<file path="src/rtl/bfs_div.sv">
// bfs_div: restoring divider, one quotient bit per cycle
// no dependencies; shared by the fit and ratio steps of bilinear_fit_scaler
module bfs_div #(
	parameter int N_W = 20,
	parameter int D_W = 10
) (
	input  logic           clk,
	input  logic           arst_n,
	input  logic           start,
	input  logic [N_W-1:0] num,
	input  logic [D_W-1:0] den,
	output logic           busy,
	output logic           done,
	output logic [N_W-1:0] quo
);

	localparam int CNT_W = $clog2(N_W + 1);

	logic [N_W-1:0]   quo_q;
	logic [D_W-1:0]   rem_q;
	logic [D_W-1:0]   den_q;
	logic [CNT_W-1:0] cnt_q;
	logic             busy_q;
	logic             done_q;

	logic [D_W:0] trial;
	logic [D_W:0] diff;
	logic         fits;

	// one trial subtraction per cycle
	assign trial = {rem_q, quo_q[N_W-1]};
	assign diff  = trial - {1'b0, den_q};
	assign fits  = trial >= {1'b0, den_q};

	// control
	always_ff @(posedge clk or negedge arst_n) begin
		if (!arst_n) begin
			busy_q <= 1'b0;
			done_q <= 1'b0;
			cnt_q  <= '0;
		end else begin
			done_q <= 1'b0;
			if (start) begin
				busy_q <= 1'b1;
				cnt_q  <= CNT_W'(N_W);
			end else if (busy_q) begin
				cnt_q <= cnt_q - 1'b1;
				if (cnt_q == CNT_W'(1)) begin
					busy_q <= 1'b0;
					done_q <= 1'b1;
				end
			end
		end
	end

	// datapath
	always_ff @(posedge clk) begin
		if (start) begin
			quo_q <= num;
			rem_q <= '0;
			den_q <= den;
		end else if (busy_q) begin
			rem_q <= fits ? diff[D_W-1:0] : trial[D_W-1:0];
			quo_q <= {quo_q[N_W-2:0], fits};
		end
	end

	assign busy = busy_q;
	assign done = done_q;
	assign quo  = quo_q;

endmodule

</file>
<file path="config.mk">
export PLATFORM = sky130hd
export DESIGN_NAME = bfs_div
export DESIGN_NICKNAME = d
export VERILOG_FILES = /design/src/rtl/bfs_div.sv
export SDC_FILE = /design/constraint.sdc
export NUM_CORES = 1
export LEC_CHECK = 0
export BUFFER_PORTS_ARGS = -buffer_cell sky130_fd_sc_hd__buf_2
export CAP_MARGIN = 20
export CORE_MARGIN = 4
export CORE_UTILIZATION = 50
export CTS_CLUSTER_SIZE = 8
export DETAILED_ROUTE_END_ITERATION = 8
export GPL_TIMING_DRIVEN = 0
export PLACE_DENSITY = 0.82
export SLEW_MARGIN = 20
export SYNTH_ARGS = -nofsm -noshare
export SYNTH_HDL_FRONTEND = slang
export SYNTH_SLANG_ARGS = --single-unit
export TNS_END_PERCENT = 20
</file>
<file path="constraint.sdc">
create_clock -name clk -period 2.5 [get_ports clk]
set_clock_uncertainty 0.05 [all_clocks]
set_input_delay 0.375 -clock clk [delete_from_list [all_inputs] [get_ports clk]]
set_output_delay 0.375 -clock clk [all_outputs]
set_load 0.02 [all_outputs]
</file>
==> metrics.cfg <==
[timing]
hold_ws_ns = 0.1901
fin_ws_ns = 0.1181
min_period_ns = 2.382
post-route-period-util_pct = 95.28
setup_viol = 0
worst_slew_margin_rel_pct = 63.38
hold_viol_final = 0
max_freq_ghz = 0.4198
rsz0062_at_grt = no
tns_ns = 0
tightest_slew_ns = 0.5493
slew_viol_final = 0

[synth]
syn_area_per_cell_um2 = 12.00
synthCells = 202
async_flop_share_pct = 14.89
synthMostInstantiatedCell = edfxtp_1
yosysTopAreaCellShare_pct = 37.17
synthFlopType = edfxtp_1
synth-seq-cells = 47
ys_seq_area_share_pct = 52.66
synth_cell_types = 46
synth-edff-count = 30
ys_top_cells_by_count = edfxtp_1 (30), mux2_2 (21), nor2_1 (16), inv_1 (13)
synth_area_leaders = edfxtp_1 (37%), mux2_2 (9.8%), dfxtp_1 (8.3%)
netlist_area_mm2 = 0.002424
syn_nets = 248
synth_warnings = 0
synth_top_cell_by_area = edfxtp_1

[route]
wl_um = 4783
drc = 0
ant_nets = 0
wl_per_cell_um = 14.41
first_pass_iters = 4
drt-initial-drc-count = 133
viasPerCell = 5.253
vias = 1744

[floorplanning]
die_y_um = 77.62
std_cell_rows = 25
dieArea_mm2 = 0.006025
ios = 55
fp.dieW_um = 77.62
initial_utilization_pct = 51.31
core_mm2 = 0.004723

[critical_path]
startpoint_type = register
critPathMaxFanout = 8
cp_top_family = compound AO/OA/AOI/OAI gates
crit_path_start = rem_q[2]
path_buf_inv = 0
path_cells = ha_1 -> a21o_1 -> a21oi_1 -> a21boi_4 -> o22ai_4 -> mux2_2 -> a211oi_1
r2r_cells = 7
max_stage_delay_ns = 0.37
slowest_stage = ha_1
rrSetupSlack_ns = 0.12
r2r_end = rem_q[0]
r2r-start = rem_q[2]
path_class = register to register
worstPathArrival_ns = 2.56
worstPathRequired_ns = 2.67
end_kind = register

[global_routing]
track_usage_pct = 16.34
overflow = 0
grt_first_pass_wirelength_um = 7769
first_global_vias = 1666
antenna_found_initial = 0
grt_max_degree = 21

[final_layout]
drive_gt1_share_pct = 35.47
area_growth_pct = 19.20
antenna_cells = 0
finalNetCount = 310
fin_cells = 332

[outcome]
run_status = completed

[power]
seqPwrFrac_pct = 52.9
switching_share_pct = 28.70
internal_power_mw = 1.280
power_frac_comb_pct = 21.7
power.switching_uw = 515.1
peakVddDrop_uv = 388.2
p_clk_share_pct = 25.4
p_leak_nw = 1.232
power_density_mw_per_mm2 = 621.2

[cts]
clk_path_buf_depth = 2
numCtsBuffers = 5
insertion_delay_ns = 0.30
path_clk_slew_ns = 0.09
tritoncts = yes
ctsHtreeMaxLevel = 2
cts_root_buf = clkbuf_8
cts.sinks = 47

[placed_design]
io_buffer_count = 54
dp_cells = 323
pre_cts_ws_ns = -0.02327
dp_hpwl_um = 3503
gp_congestion = 0.7885

[hold_path]
hold_path.class = input port to register
min_to = den_q[0]
holdPathStages = 1
min-delay-start = den[0]

[flow_run]
maxCapViolations = 0

==> routing by layer <==
layer	track usage, %	share of wire (%)
met4	7.651	1.5
met2	26.80	50
met1	20.44	44
met3	3.596	4.0
met5	0	0
==> power groups by stage <==
| stage | logic, mW | clock network [mW] | registers, mW |
|---|---|---|---|
| 6_report | 0.390 | 0.455 | 0.950 |
| 5_1_grt | 0.430 | 0.504 | 0.960 |
| 4_1_cts | 0.389 | 0.466 | 0.950 |
| 3_5_place_dp | 0.384 | 0 | 0.966 |
| 3_3_place_gp | 0.377 | 0 | 0.964 |
| 2_1_floorplan | 0.230 | 0 | 1.01 |
==> sequential cells by signal, indices dropped and copies added (netlist names) <==
register,flops
cnt_q,5
busy,1
rem_q,10
den_q,10
done,1
quo,20
==> logic make-up after synthesis <==
kind of cell	Yosys count	synth area share, %
simple gates	51	10.89
compound gates	39	12.60
fa+ha+maj	13	7.021
buf+inv	20	3.097
xor+xnor	11	3.975
mux	21	9.757
flops	47	52.66
==> stage by stage <==
stage	area [µm²]	total power, mW	utilization (%)
after floorplan	2424	1.237	-
after global placement	2778	1.340	58.81
after detailed placement	2778	1.351	58.81
after CTS	2884	1.805	61.06
after global routing	2889	1.893	61.17
final	2889	1.795	61.17
==> timing repair <==
item	4_1_cts	5_1_grt
buffers inserted	0	0
hold buffers	1	0
hold endpoints to repair	7	0
cloned	0	0
setup endpoints to repair	1	1
resized for setup	1	1
==> worst max path at each step <==
stage | end | slack, ns | depth (start not counted)
after global placement | quo[4] | 0.007 | 4
after floorplan | rem_q[8] | 0.12 | 10
final | rem_q[0] | 0.12 | 7
after CTS | rem_q[8] | 0.07 | 10
after detailed placement | quo[5] | -0.02 | 4
after global routing | rem_q[8] | 0.01 | 10
==> placed cells by master, fill, tap and decap left out, drive strengths merged, types with 2 or more instances in the layout <==
master / instances
a211oi: 6
a21o: 4
a21oi: 6
a311oi: 4
a31oi: 2
and3: 2
buf: 55
clkbuf: 11
clkinv: 2
dfrtp: 7
dfxtp: 10
edfxtp: 30
ha: 12
inv: 13
mux2: 21
nand2: 12
nand2b: 3
nand3: 2
nand4: 2
nor2: 16
nor2b: 4
nor3: 3
o21ai: 3
o21bai: 2
o22ai: 5
xnor2: 6
xor2: 5
==> layout make-up <==
class	instances	area, µm²
Buffer	7	26.28
Clock buffer	5	68.82
Clock inverter	3	20.02
Fill cell	375	1834
Inverter	13	48.80
Multi-Input combinational cell	135	1085
Sequential cell	47	1276
Tap cell	67	83.83
Timing Repair Buffer	55	280.3
==> worst reg2reg max path, delay by kind of cell, from the launching register on <==
| family | cells | cell delay (ns) |
|---|---|---|
| AO/OA/AOI/OAI | 5 | 1.17 |
| adder cells (fa/ha/maj) | 1 | 0.37 |
| multiplexers | 1 | 0.37 |
| flip-flops | 1 | 0.35 |
(Power assumes the default switching activity.)
